<file path="src/hdl/cpct_pkg.sv">
// Shared constants and types of the collider pair contact tracker.
package cpct_pkg;

    localparam int MAX_COLLIDERS = 64;
    localparam int ID_W          = $clog2(MAX_COLLIDERS);

    localparam int POS_W  = 32;
    localparam int RAW_W  = 16;
    localparam int SIZE_W = 23;   // raw * 100
    localparam int SUM_W  = 24;   // sum of two scaled sizes
    localparam int GEO_W  = 36;   // doubled coordinates and their differences
    localparam int SQ_W   = 2 * SUM_W;

    localparam logic [6:0] SIZE_SCALE = 7'd100;

    localparam logic [1:0] SHAPE_RECT   = 2'd0;
    localparam logic [1:0] SHAPE_CIRCLE = 2'd1;

    localparam logic [1:0] EV_NONE  = 2'd0;
    localparam logic [1:0] EV_ENTER = 2'd1;
    localparam logic [1:0] EV_STAY  = 2'd2;
    localparam logic [1:0] EV_EXIT  = 2'd3;

    localparam int S_TDATA_W = 208;
    localparam int S_TUSER_W = 4;
    localparam int M_TDATA_W = 64;
    localparam int M_TUSER_W = 3;

    typedef struct packed {
        logic            clear;       // write a zero row at clear_addr
        logic [ID_W-1:0] clear_addr;
        logic            load;        // capture input transfer, read contact row
        logic            finish;      // update contact row, load result register
    } cpct_cmd_t;

endpackage

</file>
<file path="src/hdl/cpct_ctrl.sv">
// Controller: table clear sweep, item sequencing and result valid.
module cpct_ctrl (
    input  logic                aclk,
    input  logic                aresetn,
    input  logic                s_tvalid,
    output logic                s_tready,
    output logic                m_tvalid,
    input  logic                m_tready,
    output cpct_pkg::cpct_cmd_t cmd
);

    localparam logic [2:0] ST_CLEAR = 3'd0;
    localparam logic [2:0] ST_IDLE  = 3'd1;
    localparam logic [2:0] ST_SCALE = 3'd2;
    localparam logic [2:0] ST_SUM   = 3'd3;
    localparam logic [2:0] ST_DIFF  = 3'd4;
    localparam logic [2:0] ST_SQR   = 3'd5;
    localparam logic [2:0] ST_CMP   = 3'd6;
    localparam logic [2:0] ST_DONE  = 3'd7;

    logic [2:0]                state_reg, state_next;
    logic [cpct_pkg::ID_W-1:0] clr_reg, clr_next;
    logic                      mvalid_reg, mvalid_next;
    logic                      out_free;

    assign out_free = !mvalid_reg || m_tready;
    assign s_tready = (state_reg == ST_IDLE);
    assign m_tvalid = mvalid_reg;

    always_comb begin
        state_next     = state_reg;
        clr_next       = clr_reg;
        mvalid_next    = mvalid_reg && !m_tready;
        cmd.clear      = 1'b0;
        cmd.clear_addr = clr_reg;
        cmd.load       = 1'b0;
        cmd.finish     = 1'b0;
        case (state_reg)
            ST_CLEAR: begin
                cmd.clear = 1'b1;
                clr_next  = clr_reg + 1'b1;
                if (clr_reg == cpct_pkg::ID_W'(cpct_pkg::MAX_COLLIDERS - 1)) begin
                    state_next = ST_IDLE;
                end
            end
            ST_IDLE: begin
                if (s_tvalid) begin
                    cmd.load   = 1'b1;
                    state_next = ST_SCALE;
                end
            end
            ST_SCALE: state_next = ST_SUM;
            ST_SUM:   state_next = ST_DIFF;
            ST_DIFF:  state_next = ST_SQR;
            ST_SQR:   state_next = ST_CMP;
            ST_CMP:   state_next = ST_DONE;
            ST_DONE: begin
                if (out_free) begin
                    cmd.finish  = 1'b1;
                    mvalid_next = 1'b1;
                    state_next  = ST_IDLE;
                end
            end
            default: state_next = ST_IDLE;
        endcase
    end

    always_ff @(posedge aclk) begin
        if (!aresetn) begin
            state_reg  <= ST_CLEAR;
            clr_reg    <= '0;
            mvalid_reg <= 1'b0;
        end else begin
            state_reg  <= state_next;
            clr_reg    <= clr_next;
            mvalid_reg <= mvalid_next;
        end
    end

endmodule

</file>
<file path="config.mk">
export PLATFORM = sky130hd
export DESIGN_NAME = cpct_ctrl
export DESIGN_NICKNAME = d
export VERILOG_FILES = /design/src/hdl/cpct_pkg.sv /design/src/hdl/cpct_ctrl.sv
export SDC_FILE = /design/constraint.sdc
export NUM_CORES = 1
export LEC_CHECK = 0
export BUFFER_PORTS_ARGS = -buffer_cell sky130_fd_sc_hd__buf_4
export CAP_MARGIN = 20
export CORE_AREA = 2 2 39 41
export CTS_CLUSTER_SIZE = 20
export DETAILED_ROUTE_END_ITERATION = 7
export DIE_AREA = 0 0 41 43
export GPL_ROUTABILITY_DRIVEN = 1
export HOLD_SLACK_MARGIN = 0.02
export SLEW_MARGIN = 20
export SYNTH_ARGS = -nofsm -noshare
export SYNTH_HDL_FRONTEND = slang
export SYNTH_SLANG_ARGS = --single-unit
</file>
<file path="constraint.sdc">
create_clock -name aclk -period 2.4 [get_ports aclk]
set_clock_uncertainty 0.1 [all_clocks]
set_input_delay 0.12 -clock aclk [delete_from_list [all_inputs] [get_ports aclk]]
set_output_delay 0.12 -clock aclk [all_outputs]
set_load 0.01 [all_outputs]
</file>
# Yosys cells after proc, flatten, opt, wreduce, memory -nomap -nowiden
# Cells that the tools add are included.
[totals]
n_memories = 0
in_bits = 4
ff_bits = 10
ramBits = 0
latch_bits = 0
out_inout_bits = 11
rom_bits = 0
[op_classes]
reduce_logical = 6
n_eq_ne = 11
bitwise_logic = 0
shift = 0
n_mux = 11
div = 0
magnitude_cmp = 0
add_sub_neg = 1
n_mul = 0
[ops]
columns = ["op", "n"]
rows = [
  ["3-bit one-hot mux with 8 select lines", 1],
  ["3-bit equality test, second input constant", 4],
  ["3-bit 2-to-1 mux", 3],
  ["1-bit 2-to-1 mux", 7],
  ["6-bit by 1-bit adder with 6-bit output, second input constant", 1],
  ["3-bit by 2-bit equality test with 1-bit output, second input constant", 2],
  ["6-bit equality test, second input constant", 1],
  ["2-bit inequality test, second input constant", 3],
  ["3-bit by 1-bit equality test with 1-bit output, second input constant", 1],
  ["3-bit zero test", 1],
  ["3-bit AND reduction", 1],
  ["1-bit zero test", 2],
  ["1-bit logical AND", 1],
  ["1-bit logical OR", 1],
]

# Logic depth before layout (Yosys ltp)
# Gate-level depths: netlist of the first run.
[logic_depth]
depth_word = 4
depth_mapped = 4

# Least setup slack after synthesis of the first run
# OpenSTA, ideal clock, no wires.
[synth_path]
path_type = "reg2reg"
from = "register clr_reg[0] in the netlist's numbering"
to = "register clr_reg[4] in the netlist's numbering"
path_buffers = 0
setup_slack_ns = 1.031
arrival_ns = 1.197
period_less_slack_ns = 1.369
stages_incl_launch_ff = 5
setup_ns = 0.072
path_cell_list = "dfxtp_1 ha_1 nor4b_2 and3_1 mux2i_1"
[synth_via]
elab_chain_len = 1
[synth_rtl]
columns = ["item", "line_no", "rtl"]
rows = [
  ["from (decl)", "cpct_ctrl.sv:22", "logic [cpct_pkg::ID_W-1:0] clr_reg, clr_next;"],
  ["from (signal assigned)", "cpct_ctrl.sv:75", "clr_reg <= clr_next;"],
  ["6-bit by 1-bit adder with 6-bit output", "cpct_ctrl.sv:41", "clr_next = clr_reg + 1'b1;"],
]
# No other way between the ends.
# A chain may end at the register's enable or synchronous reset.

==> results of run 1 <==
[logic make-up (layout without fill, tap and decap cells)]
| group | count (synthesis) | count (layout) |
|---|---|---|
| AOI/OAI and AO/OA | 6 | 6 |
| xor gates and xnor gates | 2 | 2 |
| adders and majority gates | 1 | 1 |
| buffers and inverters | 3 | 20 |
| DFF | 10 | 10 |
| muxes | 4 | 4 |
| and+or+nand+nor | 25 | 25 |
[through the flow]
| step | util | total power [mW] |
|---|---|---|
| 2_1_floorplan | - | 0.1951 |
| 3_3_place_gp | 0.4313 | 0.2108 |
| 3_5_place_dp | 0.4313 | 0.2109 |
| 4_1_cts | 0.4575 | 0.3659 |
| 5_1_grt | 0.4575 | 0.3737 |
| 6_report | 0.4575 | 0.3595 |
[critical path, stage by stage (launching register included)]
cell and delay, ns:
dfxtp_1 0.49, and2_2 0.24, and3_1 0.18, buf_4 0.13
[layer usage]
metal  share of wire  wire, µm
met3           0.016        14
met5               0         0
met1            0.50       449
met2            0.47       422
met4           0.011        10
[cell usage in the layout, fill, tap and decap left out, types with 2 or more instances in the layout]
master and instances:
a21oi_1 2, a221oi_1 2, and3_1 3, buf_4 14, clkbuf_4 3, dfxtp_1 10, inv_1 2, mux2i_1 4
nand2_1 4, nand2b_1 4, nand4_1 2, nor2_1 4, o21ai_0 2, xnor2_1 2
[layout make-up]
type,instances,area share
Timing Repair Buffer,14,0.1660
Multi-Input combinational cell,38,0.4170
Sequential cell,10,0.3162
Tap cell,16,0.03162
Inverter,2,0.01186
Clock buffer,4,0.05731
[synthesized netlist by cell type (all sizes together), types with 2 or more instances]
| cell type | count |
|---|---|
| mux2i | 4 |
| xnor2 | 2 |
| inv | 2 |
| o21ai | 2 |
| nand2b | 4 |
| nand4 | 2 |
| nor3 | 2 |
| a221oi | 2 |
| dfxtp | 10 |
| nor2 | 4 |
| nand2 | 4 |
| a21oi | 2 |
| and2 | 2 |
| and3 | 3 |
[power groups by stage]
stage | Combinational (mW) | Sequential [mW] | Clock (mW)
2_1_floorplan | 0.0132 | 0.182 | 0
3_3_place_gp | 0.0306 | 0.180 | 0
3_5_place_dp | 0.0306 | 0.180 | 0
4_1_cts | 0.0307 | 0.176 | 0.159
5_1_grt | 0.0338 | 0.178 | 0.162
6_report | 0.0301 | 0.177 | 0.153
[worst max path at each step]
stage,start,endpoint,slack (ns),cells past startpoint
2_1_floorplan,clr_reg[0],clr_reg[4],1.03,4
3_3_place_gp,clr_reg[0],clr_reg[4],1.04,4
3_5_place_dp,clr_reg[0],clr_reg[4],1.00,4
4_1_cts,state_reg[1],cmd[0],0.87,3
5_1_grt,state_reg[1],cmd[0],0.78,3
6_report,state_reg[1],cmd[0],0.88,3
==> results.md, run 1 <==
* CP Launch Type: register
* Clk pin slew, worst setup/hold paths at 0.07 ns
* Cell row count at 14
* Sw Pwr at 0.08012 mW
* Cell Area, Synth at 476.7 µm²
* Mux cell area share after synthesis at 0.08399
* Worst Path Max Fanout at 7
* Num CTS Buffers at 3
* Finished Cell Area at between 600 and 700 µm²
* Min-Delay Path Depth at 3
* DR pass1 iterations at 4
* Fill count at approximately 140
* EDFF count, synth at 0
* Grt met1 use at 0.1875
* RSZ-0062 raised after global routing: false
* Worst Reg-to-Reg Cells at 4
* Most used routing layer: met1
* Slew Viols, Final at 0
* # port buffers at 14
* Final setup fails at 0
* Post-CTS setup buffers at 0
* Register area share after synthesis at 0.4199
* Share of cells above drive strength 1 at 0.3088
* P_int at 0.2793 mW
* Hold crit path type: in2reg
* Hold Crit Endpoint: state_reg[2]
* Unique cell type count in the Yosys netlist at 22
* DP Area at 596.8 µm²
* Vias in the first global route at approximately 360
* Yosys top cell area share at 0.4199
* Hold_ws at 0.04474 ns
* TritonCTS clock tree: built
* Remaining DRCs at 0
* Crit Path Class: reg2out
* Adder-cell share of the synthesized area at 0.02625
* Initial antenna violation count at 0
* Top Ports at 15
* Die Footprint at about 1800 µm²
* Multi-input gate area at 264.0 µm²
* GR Overflow Total at 0
* Maximum VDD drop at 0.0002455 V
* Global Route met2 Usage at 0.1594
* Reg2reg setup slack at approximately 0.99 ns
* Dpl hpwl at 672.5 µm
* Die Wd at 41 µm
* Seq cells post-synth at 10
* Met3 usage at 0.03141
* WL per Instance at 10.65 µm
* Slew at the pin with the worst max-slew slack at between 0.3 and 0.4 ns
* Pin count of the biggest net entering global routing at 11
* Synth top area cells: dfxtp_1, mux2i_1, nand2b_1
* Max clock buf depth at 2
* Leak at 0.2968 nW
* Min-delay src: aresetn
* Ys Warns at 0
* Register share of total power at 0.491
* Final Hold Fails at 0
* Root Driver: clkbuf_4
* Slew margin rel. at 0.7475
* Tmin final at 1.520 ns
* Max-cap violation count at 0
* Seq. cell area at 200.2 µm²
* Crit. End Element: output pin
* Crit path DAT at 1.30 ns
* Layout Cells excl Fill at 84
* Vias per cell at 4.750
* Routed Antenna Nets at 0
* Power Dens Cells at between 500 and 600 nW/µm²
* Post-Syn Area per Cell at 9.347 µm²
* Final Cycle Share at 0.6333
* Layout Nets at 74
* CP required at about 2.2 ns
* Post-synthesis compound-gate area fraction at 0.07874
* Comb pwr share at 0.084
* Initial core utilization at 0.3445
* CTS Hold Bufs at 0
* Largest family of logic cells by synthesized area: simple AND/OR/NAND/NOR gates
* Total number of vias at around 400
* FF-to-FF End: clr_reg[4]
* Core Region at 1384 µm²
* H-tree levels at 1
* Cell count after synthesis at between 50 and 60
* Setup ws final at between 0.8 and 0.9 ns
* FMAX at between 600 and 700 MHz
* Status: finished clean
* Placed insts at 80
* Setup TNS at 0 ns
* Post-synthesis simple-gate area fraction at 0.3281
* DRT Wirelength at 895 µm
* Clock Sink Count at 10
* Ys flop type: dfxtp_1
* RR Startpoint: clr_reg[0]
* Clk pwr share at 0.425
* Syn_nets at 56
* # diodes at 0
* Worst-skew pair later-pin latency at 0.26 ns
* Max reg flops at 6
* Gr usage total at 0.1274
* Xor/xnor share of the synthesized area at 0.03675
* Gpl congestion at 0.6973
* Setup WS pre-CTS at 1.001 ns
* Yosys top cell by area: dfxtp_1
* Die Span Y at 43 µm
* Post-cts gate resize count at 0
* Async set-reset flop share out of synthesis at 0
* Area delta synth->final at 32.81%
* Iter 0 DRT Violations at 9
* Switching Share at 0.2229
* First-pass GRT wire length at 1531 µm
Power figures use the tool's default switching activity.
==> run 2: changes to the inputs <==
- ABC_AREA: unset -> 1
- clock period: 2.4 -> 1.53 ns (I/O delays scaled with it)
==> run 2 against run 1 <==
Via count is 28% higher. Largest power group unchanged. Synthesized cell count increased by 49%. Critical path type is now reg2reg. Combinational power increased to 11 times the previous value. Count of clock-buffer cells in the layout did not move. Sequential share of layout area down 2.6 points. Largest cell class unchanged.
==> results.md, run 2 <==
* Status: finished clean
* Slew Viols, Final at 0
* Leak at about 0.33 nW
* Gr usage total at 0.1525
* Clock Sink Count at 10
* Most used routing layer: met2
* Num CTS Buffers at 3
* Crit. Startpoint: clr_reg[1]
* TritonCTS clock tree: built
* Hold_ws at 0.05241 ns
* DR pass1 iterations at 5
* H-tree levels at 1
* Setup TNS at 0 ns
* Top post-synthesis cells by count: nand2_1, inv_1, nor2_1
* Slew margin rel. at 0.8567
* Cell count after synthesis at 76
* Yosys top cell by area: dfxtp_1
* Worst Reg-to-Reg Cells at 8
* Layout Nets at 101
* CP required at ~1.6 ns
* Placed insts at 106
* Die Span Y at 43 µm
* Cell Area, Synth at 516.7 µm²
* Post-Syn Area per Cell at 6.799 µm²
* End of the critical path: state_reg[1]
* Final setup fails at 0
* RR Startpoint: clr_reg[1]
* Vias per cell at 4.604
* Register area share after synthesis at 0.3874
* Async set-reset flop share out of synthesis at 0
* Crit. End Element: register
* WL per Instance at 9.063 µm
* Worst Path Max Fanout at 4
* Routed Antenna Nets at 0
* Fill count at 138
* Worst-skew pair later-pin latency at 0.26 ns
* Met3 usage at 0.03141
* Layout Cells excl Fill at 111
* Share of cells above drive strength 1 at 0.3053
* Global Route met2 Usage at 0.2219
* Seq cells post-synth at 10
* Initial antenna violation count at 0
* Top-count cell post-synth: nand2_1
* Area delta synth->final at 34.38%
* Die Footprint at 1763 µm²
* Reg2reg setup slack at approximately 0.16 ns
* Clk pin slew, worst setup/hold paths at approximately 0.070 ns
* Max clock buf depth at 2
* # port buffers at 14
* Dpl hpwl at 796.6 µm
* Top Ports at 15
* Final Hold Fails at 0
* # diodes at 0
* Yosys top cell area share at 0.3874
* Cell row count at 14
* Max reg flops at 6
* Die Wd at slightly above 40 µm
* Crit path DAT at 1.43 ns
* EDFF count, synth at 0
* Grt met1 use at 0.1836
* Hold crit path type: in2reg
* Ys Warns at 0
* Vias in the first global route at 472
* Slew at the pin with the worst max-slew slack at 0.2142 ns
* CP Launch Type: register
* Syn_nets at 81
* Synth top area cells: dfxtp_1, nand2_1, inv_1
* Initial core utilization at 0.3734
* Tot Pwr at 0.9168 mW
* Post-CTS setup buffers at 0
* Core Region at about 1400 µm²
* Tmin final at 1.373 ns
* Iter 0 DRT Violations at 3
* GR Overflow Total at 0
* Final Cycle Share at 0.8972
* Maximum VDD drop at ~0.00067 V
* FF-to-FF End: state_reg[1]
* Power Dens Cells at 1320 nW/µm²
* Unique cell type count in the Yosys netlist at 18
* DRT Wirelength at ~1000 µm
* Crit Path Class: reg2reg
* Remaining DRCs at 0
* First-pass GRT wire length at 1773 µm
* Gpl congestion at 0.6983
* RSZ-0062 raised after global routing: false
* Commonest non-fill, non-tap cells in the layout: nand2_1, buf_4, inv_1, nor2_1, dfxtp_1
* Max-cap violation count at 0
* Ys flop type: dfxtp_1
* Total number of vias at 511
* FMAX at 728.5 MHz
* Pin count of the biggest net entering global routing at 10
* Root Driver: clkbuf_4
==> run 2: changes by cell type after synthesis, sizes merged, moves of 3 or more <==
| cell | change |
|---|---|
| mux2i | -4 |
| nand3 | +4 |
| and3 | -3 |
| nand2 | +13 |
| nand2b | -4 |
| nor2 | +10 |
| inv | +13 |
==> run 2: worst min path at each step <==
stage	startpoint	end	cells past startpoint
6_report	s_tvalid	state_reg[0]	4
5_1_grt	s_tvalid	state_reg[0]	4
4_1_cts	m_tready	m_tvalid	3
3_5_place_dp	aresetn	m_tvalid	2
3_3_place_gp	aresetn	m_tvalid	2
2_1_floorplan	s_tvalid	cmd[1]	2
==> run 2: metrics by stage <==
| stage | util | cell area (µm²) | setup WS, ns |
|---|---|---|---|
| 3_5_place_dp | 0.4638 | 641.9 | 0.1877 |
| 4_1_cts | 0.4973 | 688.2 | 0.04188 |
| 3_3_place_gp | 0.4638 | 641.9 | 0.2274 |
| 6_report | 0.5018 | 694.4 | 0.1573 |
| 5_1_grt | 0.5018 | 694.4 | 0.04547 |
| 2_1_floorplan | - | 516.7 | 0.2014 |
==> run 2: where the power goes <==
part           internal [mW]  switching, mW
Clock                  0.144         0.0900
Combinational          0.147          0.193
Sequential             0.303         0.0390
Total                  0.595          0.322
==> run 2: area by class of cell <==
cell class	instances	area (µm²)	share of cell area
clock buffer	4	36.28	0.05225
multi-input combinational	50	257.7	0.3712
sequential	10	201.4	0.2901
timing repair buffer	16	122.6	0.1766
tap	16	20.02	0.02883
inverter	15	56.30	0.08108
==> run 2: kinds of logic after synthesis <==
group,count (synthesis),share of synthesized area
AOI/OAI and AO/OA,10,0.1065
buffers and inverters,16,0.1235
and+or+nand+nor,39,0.3583
adders and majority gates,1,0.02421
DFF,10,0.3874
==> run 2: routing by layer <==
layer / part of all wire / routed length, µm / vias to the layer above
met5: 0 / 0 / -
met4: 0.017 / 17 / 0
met3: 0.053 / 53 / 2
met2: 0.46 / 466 / 14
met1: 0.47 / 469 / 220
li1: - / - / 275
==> run 2: worst max-delay path, cell delays in order (launching register included) <==
cell,delay (ns)
dfxtp_1,0.39
ha_1,0.21
nand2_1,0.06
nor2_1,0.17
nand2_1,0.09
nand2_2,0.08
nand4_1,0.07
nand2_1,0.08
nor2_2,0.03
==> run 2: what timing repair did <==
item | in CTS | in global routing
hold buffers | 1 | 0
endpoints found under the hold margin | 10 | 0
endpoints found under the setup margin | 0 | 1
resized for setup | 0 | 3
